**src/sv/cfpp_pkg.sv**
```systemverilog
`timescale 1ns / 1ps

package cfpp_pkg;

    typedef enum logic [2:0] {
        OP_NONE,
        OP_MOVE,
        OP_LINE,
        OP_ARC,
        OP_CURVE,
        OP_END
    } op_code_t;

    typedef enum logic [2:0] {
        FACE_EAST,
        FACE_WEST,
        FACE_SOUTH,
        FACE_NORTH,
        FACE_FRONT,
        FACE_BACK
    } face_t;

    typedef enum logic [1:0] {
        ST_USED,
        ST_RANGE,
        ST_INVALID
    } status_t;

    localparam int CFG_IDX_W = 1;
    localparam logic [CFG_IDX_W-1:0] CFG_NEAR_LIMIT  = 1'b0;
    localparam logic [CFG_IDX_W-1:0] CFG_RANGE_LIMIT = 1'b1;

    localparam logic [14:0] NEAR_LIMIT_RST  = 15'd983;
    localparam logic [15:0] RANGE_LIMIT_RST = 16'd17039;

    // divider geometry: dividend is |num| << 14, at most 30 bits, padded to 32
    localparam int DIV_W        = 32;
    localparam int DEN_W        = 16;
    localparam int REM_W        = DEN_W + 1;
    localparam int DIV_STEP     = 4;
    localparam int DIV_STAGES   = DIV_W / DIV_STEP;
    localparam int PIPE_LATENCY = DIV_STAGES + 2;
    localparam int LIM_W        = 17;

    typedef struct packed {
        logic [2:0]         op_code;
        logic [2:0]         face;
        logic signed [15:0] point_x;
        logic signed [15:0] point_y;
        logic signed [15:0] point_z;
        logic [15:0]        arc_radius;
    } cfpp_in_t;

    typedef struct packed {
        logic [2:0]         out_op;
        logic [1:0]         status;
        logic signed [23:0] face_x;
        logic signed [23:0] face_y;
        logic signed [15:0] depth;
    } cfpp_out_t;

    // side information that travels alongside the divider lanes
    typedef struct packed {
        logic [2:0]         op;
        logic               fixed;
        logic [1:0]         status;
        logic signed [23:0] fx;
        logic signed [23:0] fy;
        logic signed [15:0] depth;
        logic [LIM_W-1:0]   lim;
        logic               neg_x;
        logic               neg_y;
    } side_t;

    typedef struct packed {
        logic [REM_W-1:0] rem;
        logic [DIV_W-1:0] dvd;
        logic [DIV_W-1:0] quo;
        logic [DEN_W-1:0] den;
    } div_state_t;

    // restoring division, DIV_STEP quotient bits
    function automatic div_state_t div_step(input div_state_t s);
        div_state_t       r;
        logic [REM_W-1:0] trial;
        r = s;
        for (int i = 0; i < DIV_STEP; i++)
        begin
            trial = {r.rem[REM_W-2:0], r.dvd[DIV_W-1]};
            r.dvd = {r.dvd[DIV_W-2:0], 1'b0};
            if (trial >= {1'b0, r.den})
            begin
                r.rem = trial - {1'b0, r.den};
                r.quo = {r.quo[DIV_W-2:0], 1'b1};
            end
            else
            begin
                r.rem = trial;
                r.quo = {r.quo[DIV_W-2:0], 1'b0};
            end
        end
        return r;
    endfunction

endpackage

```
**src/sv/cfpp_decode.sv**
```systemverilog
`timescale 1ns / 1ps

module cfpp_decode (
    input  logic                  clk,
    input  logic                  rst_n,
    input  logic                  in_valid,
    input  cfpp_pkg::cfpp_in_t    cmd,
    input  logic [14:0]           near_limit,
    input  logic [15:0]           range_limit,
    output logic                  out_valid,
    output cfpp_pkg::side_t       side,
    output logic [31:0]           dvd_x,
    output logic [15:0]           den_x,
    output logic [31:0]           dvd_y,
    output logic [15:0]           den_y
);
    import cfpp_pkg::*;

    logic               valid_reg;
    side_t              side_reg;
    side_t              side_next;
    logic [DIV_W-1:0]   dvd_x_reg, dvd_x_next;
    logic [DIV_W-1:0]   dvd_y_reg, dvd_y_next;
    logic [DEN_W-1:0]   den_x_reg, den_x_next;
    logic [DEN_W-1:0]   den_y_reg, den_y_next;

    logic signed [16:0] px, py, pz;
    logic signed [16:0] dep, nx, ny;
    logic signed [16:0] nx_neg, ny_neg;
    logic [15:0]        mag_x, mag_y;
    logic               bad_face;
    logic               behind;
    logic signed [15:0] dep_sat;

    always_comb
    begin
        px = 17'(cmd.point_x);
        py = 17'(cmd.point_y);
        pz = 17'(cmd.point_z);
        bad_face = 1'b0;
        case (cmd.face)
            FACE_EAST:
            begin
                dep = px;  nx = -pz; ny = -py;
            end
            FACE_WEST:
            begin
                dep = -px; nx = pz;  ny = -py;
            end
            FACE_SOUTH:
            begin
                dep = -py; nx = px;  ny = -pz;
            end
            FACE_NORTH:
            begin
                dep = py;  nx = px;  ny = pz;
            end
            FACE_FRONT:
            begin
                dep = pz;  nx = px;  ny = -py;
            end
            FACE_BACK:
            begin
                dep = -pz; nx = -px; ny = -py;
            end
            default:
            begin
                dep = '0;  nx = '0;  ny = '0;
                bad_face = 1'b1;
            end
        endcase

        nx_neg = -nx;
        ny_neg = -ny;
        mag_x  = nx[16] ? nx_neg[15:0] : nx[15:0];
        mag_y  = ny[16] ? ny_neg[15:0] : ny[15:0];

        behind  = dep < $signed({2'b00, near_limit});
        dep_sat = (dep > 17'sd32767) ? 16'sh7fff : dep[15:0];

        dvd_x_next = {2'b00, mag_x, 14'd0};
        dvd_y_next = {2'b00, mag_y, 14'd0};
        // a zero numerator must give zero even at zero depth
        den_x_next = (mag_x == 16'd0) ? 16'd1 : dep[15:0];
        den_y_next = (mag_y == 16'd0) ? 16'd1 : dep[15:0];

        side_next.op    = cmd.op_code;
        side_next.neg_x = nx[16];
        side_next.neg_y = ny[16];
        side_next.lim   = {1'b0, range_limit}
                        + ((cmd.op_code == OP_ARC) ? {1'b0, cmd.arc_radius} : 17'd0);
        if (bad_face)
        begin
            side_next.fixed  = 1'b1;
            side_next.status = ST_INVALID;
            side_next.fx     = '0;
            side_next.fy     = '0;
            side_next.depth  = '0;
        end
        else if (cmd.op_code == OP_END)
        begin
            side_next.fixed  = 1'b1;
            side_next.status = ST_USED;
            side_next.fx     = 24'(cmd.point_x);
            side_next.fy     = 24'(cmd.point_y);
            side_next.depth  = cmd.point_z;
        end
        else if (behind)
        begin
            side_next.fixed  = 1'b1;
            side_next.status = ST_INVALID;
            side_next.fx     = '0;
            side_next.fy     = '0;
            side_next.depth  = dep_sat;
        end
        else
        begin
            side_next.fixed  = 1'b0;
            side_next.status = ST_USED;
            side_next.fx     = '0;
            side_next.fy     = '0;
            side_next.depth  = dep_sat;
        end
    end

    always_ff @(posedge clk or negedge rst_n)
    begin
        if (!rst_n)
        begin
            valid_reg <= 1'b0;
        end
        else
        begin
            valid_reg <= in_valid;
        end
    end

    always_ff @(posedge clk)
    begin
        side_reg  <= side_next;
        dvd_x_reg <= dvd_x_next;
        dvd_y_reg <= dvd_y_next;
        den_x_reg <= den_x_next;
        den_y_reg <= den_y_next;
    end

    assign out_valid = valid_reg;
    assign side      = side_reg;
    assign dvd_x     = dvd_x_reg;
    assign dvd_y     = dvd_y_reg;
    assign den_x     = den_x_reg;
    assign den_y     = den_y_reg;

endmodule

```
**src/sv/cfpp_divider.sv**
```systemverilog
`timescale 1ns / 1ps

module cfpp_divider (
    input  logic        clk,
    input  logic [31:0] dvd,
    input  logic [15:0] den,
    output logic [31:0] quo
);
    import cfpp_pkg::*;

    div_state_t stage_in;
    div_state_t stage_next [DIV_STAGES];
    div_state_t stage_reg  [DIV_STAGES];

    assign stage_in = '{rem: '0, dvd: dvd, quo: '0, den: den};

    always_comb
    begin
        stage_next[0] = div_step(stage_in);
        for (int s = 1; s < DIV_STAGES; s++)
        begin
            stage_next[s] = div_step(stage_reg[s-1]);
        end
    end

    always_ff @(posedge clk)
    begin
        for (int s = 0; s < DIV_STAGES; s++)
        begin
            stage_reg[s] <= stage_next[s];
        end
    end

    assign quo = stage_reg[DIV_STAGES-1].quo;

endmodule

```
**src/sv/cfpp_finish.sv**
```systemverilog
`timescale 1ns / 1ps

module cfpp_finish (
    input  logic                  clk,
    input  logic                  rst_n,
    input  logic                  in_valid,
    input  cfpp_pkg::side_t       side,
    input  logic [31:0]           quo_x,
    input  logic [31:0]           quo_y,
    output logic                  result_valid,
    output cfpp_pkg::cfpp_out_t   result
);
    import cfpp_pkg::*;

    logic               result_valid_reg;
    cfpp_out_t          result_reg;
    cfpp_out_t          result_next;
    logic [DIV_W-1:0]   lim_w;
    logic               out_of_range;
    logic signed [23:0] sat_x, sat_y;

    function automatic logic signed [23:0] sat_quo(input logic [DIV_W-1:0] mag,
                                                   input logic neg);
        logic [23:0] low;
        low = mag[23:0];
        if (neg)
        begin
            return (mag > 32'h0080_0000) ? 24'sh800000 : $signed(-low);
        end
        else
        begin
            return (mag > 32'h007f_ffff) ? 24'sh7fffff : $signed(low);
        end
    endfunction

    always_comb
    begin
        lim_w        = DIV_W'(side.lim);
        out_of_range = (quo_x > lim_w) || (quo_y > lim_w);
        sat_x        = sat_quo(quo_x, side.neg_x);
        sat_y        = sat_quo(quo_y, side.neg_y);

        result_next.out_op = side.op;
        result_next.depth  = side.depth;
        if (side.fixed)
        begin
            result_next.status = side.status;
            result_next.face_x = side.fx;
            result_next.face_y = side.fy;
        end
        else
        begin
            result_next.status = out_of_range ? ST_RANGE : ST_USED;
            result_next.face_x = sat_x;
            result_next.face_y = sat_y;
        end
    end

    always_ff @(posedge clk or negedge rst_n)
    begin
        if (!rst_n)
        begin
            result_valid_reg <= 1'b0;
        end
        else
        begin
            result_valid_reg <= in_valid;
        end
    end

    always_ff @(posedge clk)
    begin
        result_reg <= result_next;
    end

    assign result_valid = result_valid_reg;
    assign result       = result_reg;

endmodule

```
**src/sv/cube_face_point_projection.sv**
```systemverilog
// channel   direction  handshake               word
// command   in         start, busy             cmd
// config    in         cfg_valid, cfg_ready    cfg_index, cfg_data
// result    out        result_valid strobe     result
//
// a point is taken every cycle; busy stays low, cfg_ready stays high
// the pipeline runs decode, eight 4-bit stages of the two divider lanes, finish
// the divider pipeline sets the depth; both lanes run in lockstep
// reset clears the valid bits and loads the limit registers with their defaults
// the receiver cannot stall, so nothing in the pipeline ever holds
`timescale 1ns / 1ps

module cube_face_point_projection (
    input  logic                                   clk,
    input  logic                                   rst_n,
    input  logic                                   start,
    output logic                                   busy,
    input  cfpp_pkg::cfpp_in_t                     cmd,
    input  logic                                   cfg_valid,
    output logic                                   cfg_ready,
    input  logic [cfpp_pkg::CFG_IDX_W-1:0]         cfg_index,
    input  logic [15:0]                            cfg_data,
    output logic                                   result_valid,
    output cfpp_pkg::cfpp_out_t                    result
);
    import cfpp_pkg::*;

    logic [14:0] near_limit_reg;
    logic [15:0] range_limit_reg;

    logic              dec_valid;
    side_t             dec_side;
    logic [DIV_W-1:0]  dvd_x, dvd_y;
    logic [DEN_W-1:0]  den_x, den_y;
    logic [DIV_W-1:0]  quo_x, quo_y;

    logic  vld_pipe_reg  [DIV_STAGES];
    side_t side_pipe_reg [DIV_STAGES];

    assign busy      = 1'b0;
    assign cfg_ready = 1'b1;

    always_ff @(posedge clk or negedge rst_n)
    begin
        if (!rst_n)
        begin
            near_limit_reg  <= NEAR_LIMIT_RST;
            range_limit_reg <= RANGE_LIMIT_RST;
        end
        else if (cfg_valid)
        begin
            case (cfg_index)
                CFG_NEAR_LIMIT:  near_limit_reg  <= cfg_data[14:0];
                CFG_RANGE_LIMIT: range_limit_reg <= cfg_data;
                default:         ;
            endcase
        end
    end

    cfpp_decode u_decode (
        .clk         (clk),
        .rst_n       (rst_n),
        .in_valid    (start & ~busy),
        .cmd         (cmd),
        .near_limit  (near_limit_reg),
        .range_limit (range_limit_reg),
        .out_valid   (dec_valid),
        .side        (dec_side),
        .dvd_x       (dvd_x),
        .den_x       (den_x),
        .dvd_y       (dvd_y),
        .den_y       (den_y)
    );

    cfpp_divider u_div_x (
        .clk (clk),
        .dvd (dvd_x),
        .den (den_x),
        .quo (quo_x)
    );

    cfpp_divider u_div_y (
        .clk (clk),
        .dvd (dvd_y),
        .den (den_y),
        .quo (quo_y)
    );

    // side words follow the divider lanes stage for stage
    always_ff @(posedge clk or negedge rst_n)
    begin
        if (!rst_n)
        begin
            for (int s = 0; s < DIV_STAGES; s++)
            begin
                vld_pipe_reg[s] <= 1'b0;
            end
        end
        else
        begin
            vld_pipe_reg[0] <= dec_valid;
            for (int s = 1; s < DIV_STAGES; s++)
            begin
                vld_pipe_reg[s] <= vld_pipe_reg[s-1];
            end
        end
    end

    always_ff @(posedge clk)
    begin
        side_pipe_reg[0] <= dec_side;
        for (int s = 1; s < DIV_STAGES; s++)
        begin
            side_pipe_reg[s] <= side_pipe_reg[s-1];
        end
    end

    cfpp_finish u_finish (
        .clk          (clk),
        .rst_n        (rst_n),
        .in_valid     (vld_pipe_reg[DIV_STAGES-1]),
        .side         (side_pipe_reg[DIV_STAGES-1]),
        .quo_x        (quo_x),
        .quo_y        (quo_y),
        .result_valid (result_valid),
        .result       (result)
    );

`ifndef SYNTHESIS
    a_latency: assert property (@(posedge clk) disable iff (!rst_n)
        start |-> ##PIPE_LATENCY result_valid)
        else $error("accepted word did not come out after the pipeline latency");

    a_invalid_zero: assert property (@(posedge clk) disable iff (!rst_n)
        (result_valid && result.status == ST_INVALID) |->
            (result.face_x == 24'sd0 && result.face_y == 24'sd0))
        else $error("invalid result carries a nonzero projected point");

    a_bad_face: assert property (@(posedge clk) disable iff (!rst_n)
        (start && cmd.face > FACE_BACK) |->
            ##PIPE_LATENCY (result.status == ST_INVALID && result.depth == 16'sd0))
        else $error("unknown face did not give an invalid result");
`endif

endmodule

```
**config.mk**
```make
export PLATFORM = sky130hd
export DESIGN_NAME = cube_face_point_projection
export DESIGN_NICKNAME = d
export VERILOG_FILES = /design/src/sv/cfpp_pkg.sv /design/src/sv/cfpp_decode.sv /design/src/sv/cfpp_divider.sv /design/src/sv/cfpp_finish.sv /design/src/sv/cube_face_point_projection.sv
export SDC_FILE = /design/constraint.sdc
export NUM_CORES = 2
export LEC_CHECK = 0
export BUFFER_PORTS_ARGS = -buffer_cell sky130_fd_sc_hd__buf_2
export CAP_MARGIN = 30
export CORE_UTILIZATION = 28
export DETAILED_ROUTE_END_ITERATION = 10
export SLEW_MARGIN = 10
export SYNTH_ARGS = -nofsm -noshare
export SYNTH_HDL_FRONTEND = slang
export SYNTH_SLANG_ARGS = --single-unit
```
**constraint.sdc**
```tcl
create_clock -name clk -period 27.1 [get_ports clk]
set_input_delay 0 -clock clk [delete_from_list [all_inputs] [get_ports clk]]
set_output_delay 0 -clock clk [all_outputs]
set_load 0.02 [all_outputs]
```
==> metrics.cfg <==
[logic_synthesis]
synth.avg_cell_area_um2 = 9.04
synth_top_area_cell = dfxtp_1
async_reset_ff_frac = 0.0253
post-synth-top-count-cell = dfxtp_1
syn_area_um2 = 95600
synth_top_area_share = 0.331
yosys-top-cells-area = dfxtp_1, ha_1, mux2_2
synth_seq_cells = 1622
ys_seq_area_frac = 0.342
synth_edf_count = 0
synth_warnings = 0
synth_ff_type = dfxtp_1
syn_inst = 10600
synth_cell_type_count = 106
synthTopCellsByCount = dfxtp_1, ha_1, nor2_1, a21oi_1, inv_1

[clock_tree]
clkTransAtPathRegs_ps = 60
holdBufCountCts = 136
cts_buffers = 173
clock_latency_ps = 860
cts-resized-gates = 0
cts_buffer_depth = 4
cts_tree = yes
cts_setup_buffers = 0
cts_root_buf = clkbuf_16
cts.sinks = 1622
htree_levels = 4

[floorplan]
die_h_um = 586
die_area_um2 = 344000
rows = 214
fp.dieW_um = 586
initial_core_util = 0.281
core_area_um2 = 340000
boundaryPins = 163

[sta]
max-slew-margin-rel = 0.436
hold_viol_final = 0
min_period_ps = 13160
skew_ps = 67.6
worstMarginPinSlew_ps = 825
setup_violations = 0
period_share = 0.486
rsz0062_at_grt = no
setup-tns-final_ps = 0
drv_slew = 0
fin_ws_ps = 13940
fmax_ghz = 0.0760
hold-worst-slack_ps = 94.5

[final_layout]
fill_cells = 35100
largest_register_ffs = 576
syn2layout_area_growth_pct = 14.1
drive_above_1_share = 0.109
fin_nets = 12100

[grt]
grt_max_degree = 57
grt_pass1_wl_um = 410000
first_global_vias = 72500
grt_use_total = 0.149
overflow = 0
antenna_found_initial = 30

[route]
totalWireLength_um = 265000
via_per_inst = 4.92
drc = 56
vias = 76700
drtIter0Drc = 5371
firstDrtPassIters = 9
wl_per_cell_um = 17.0
ant_nets = 0

[place]
place_ws_ps = 14060
post-dp-hpwl_um = 212000
io_buffers = 160
gp_congestion = 0.941

[status]
status = finished, violations left
violations = design-rule violations

[setup_path]
crit_path_frequent_cell = ha_1
path_class = flip-flop to flip-flop
critical-path-max-stage-delay_ps = 680
required_ps = 27790
cp-end-kind = flip-flop
critPathLaunchType = flip-flop
path_max_fanout = 18
cp_slowest_cell = nand3_1
cp.arrival_ps = 13850
worstRegToRegCells = 41

[job]
cap_violations = 0

[hold_path]
hold_depth = 3
hold_path_class = primary input to flip-flop

-- per-stage QoR --
step                      area (µm²)  instances  utilization
after global placement        102000      15100        0.300
after global routing          109000      15600        0.321
after floorplan                95700      10600            -
final                         109000      15600        0.321
after detailed placement      102000      15100        0.300
after CTS                     109000      15600        0.321
-- routing by layer --
metal,part of all wire,track usage,vias to the layer above
met3,0.057,0.0223,353
met5,0.00030,0,-
met4,0.028,0.0422,10
li1,-,-,38900
met1,0.50,0.215,35700
met2,0.42,0.228,1784
-- critical path, delay by kind of cell, from the launching register on --
| kind | cells | cell delay, ps |
|---|---|---|
| AO/OA/AOI/OAI | 24 | 7010 |
| adder cells (fa/ha/maj) | 4 | 1310 |
| buffers and inverters | 4 | 1240 |
| flip-flops | 1 | 400 |
| multiplexers | 3 | 1300 |
| AND/OR/NAND/NOR | 6 | 1760 |
-- cells in the final DEF (no fill, tap or decap), types with 38 or more instances in the layout --
cell type	netlist	final
a211oi_1	71	71
a21boi_0	64	64
a21o_1	291	291
a21oi_1	795	793
a31oi_1	101	100
and2_1	101	101
and3_1	66	66
buf_2	25	164
buf_4	4	67
clkbuf_16	0	175
dfxtp_1	1581	1580
dlygate4sd3_1	0	135
fa_1	41	41
ha_1	1045	1045
inv_1	674	674
mux2_2	519	519
mux2i_1	82	82
nand2_1	597	597
nand2b_1	125	125
nand3_1	167	167
nand4_1	156	156
nor2_1	812	811
nor2b_1	158	157
nor3_1	219	219
nor4_1	78	78
o211ai_1	69	69
o21a_1	199	199
o21ai_0	574	574
o21bai_1	86	85
o31a_1	38	38
o31ai_1	75	75
or2_2	47	47
or3_1	93	93
xnor2_1	512	512
xor2_1	264	264
-- final timing paths --
path                                                   startpoint                                 to  slack [ps]
worst min-delay path                                    cfg_valid     range_limit_reg[5]$_DFFE_PN0P_          90
worst max register to register  u_div_x.stage_reg[0][280]$_DFF_P_   u_div_x.stage_reg[1][82]$_DFF_P_       13940
worst min register to register  u_div_y.stage_reg[1][225]$_DFF_P_  u_div_y.stage_reg[1][322]$_DFF_P_         270
worst max-delay path            u_div_x.stage_reg[0][280]$_DFF_P_   u_div_x.stage_reg[1][82]$_DFF_P_       13940
min in group asynchronous                                   rst_n      near_limit_reg[9]$_DFFE_PN1P_         480
max in group asynchronous                                   rst_n     range_limit_reg[8]$_DFFE_PN0P_       26420
-- cell type report --
class / count / area [µm²] / share of cell area
Antenna cell: 9 / 22.5 / 0.000206
Inverter: 695 / 2610 / 0.0239
Multi-Input combinational cell: 8059 / 59500 / 0.545
Clock buffer: 224 / 4790 / 0.0439
Tap cell: 4536 / 5680 / 0.0520
Clock inverter: 84 / 1050 / 0.00960
Sequential cell: 1622 / 32700 / 0.300
Timing Repair Buffer: 372 / 2750 / 0.0252
-- cells by family (layout without fill, tap and decap cells) --
group                    after synthesis  count (layout)  share of synthesized area
multiplexers                         624             624                     0.0726
AO/OA/AOI/OAI                       2787            2787                      0.189
other                                  2              25                  0.0000785
flip-flops                          1622            1622                      0.342
buffers and inverters                915            1375                     0.0369
AND/OR/NAND/NOR                     2770            2770                      0.143
XOR/XNOR                             776             776                     0.0711
adder cells (fa/ha/maj)             1086            1086                      0.145
Power is left out: the tool's default activity adds up to more than one toggle a clock period on the data nets, which glitch-free logic cannot reach.
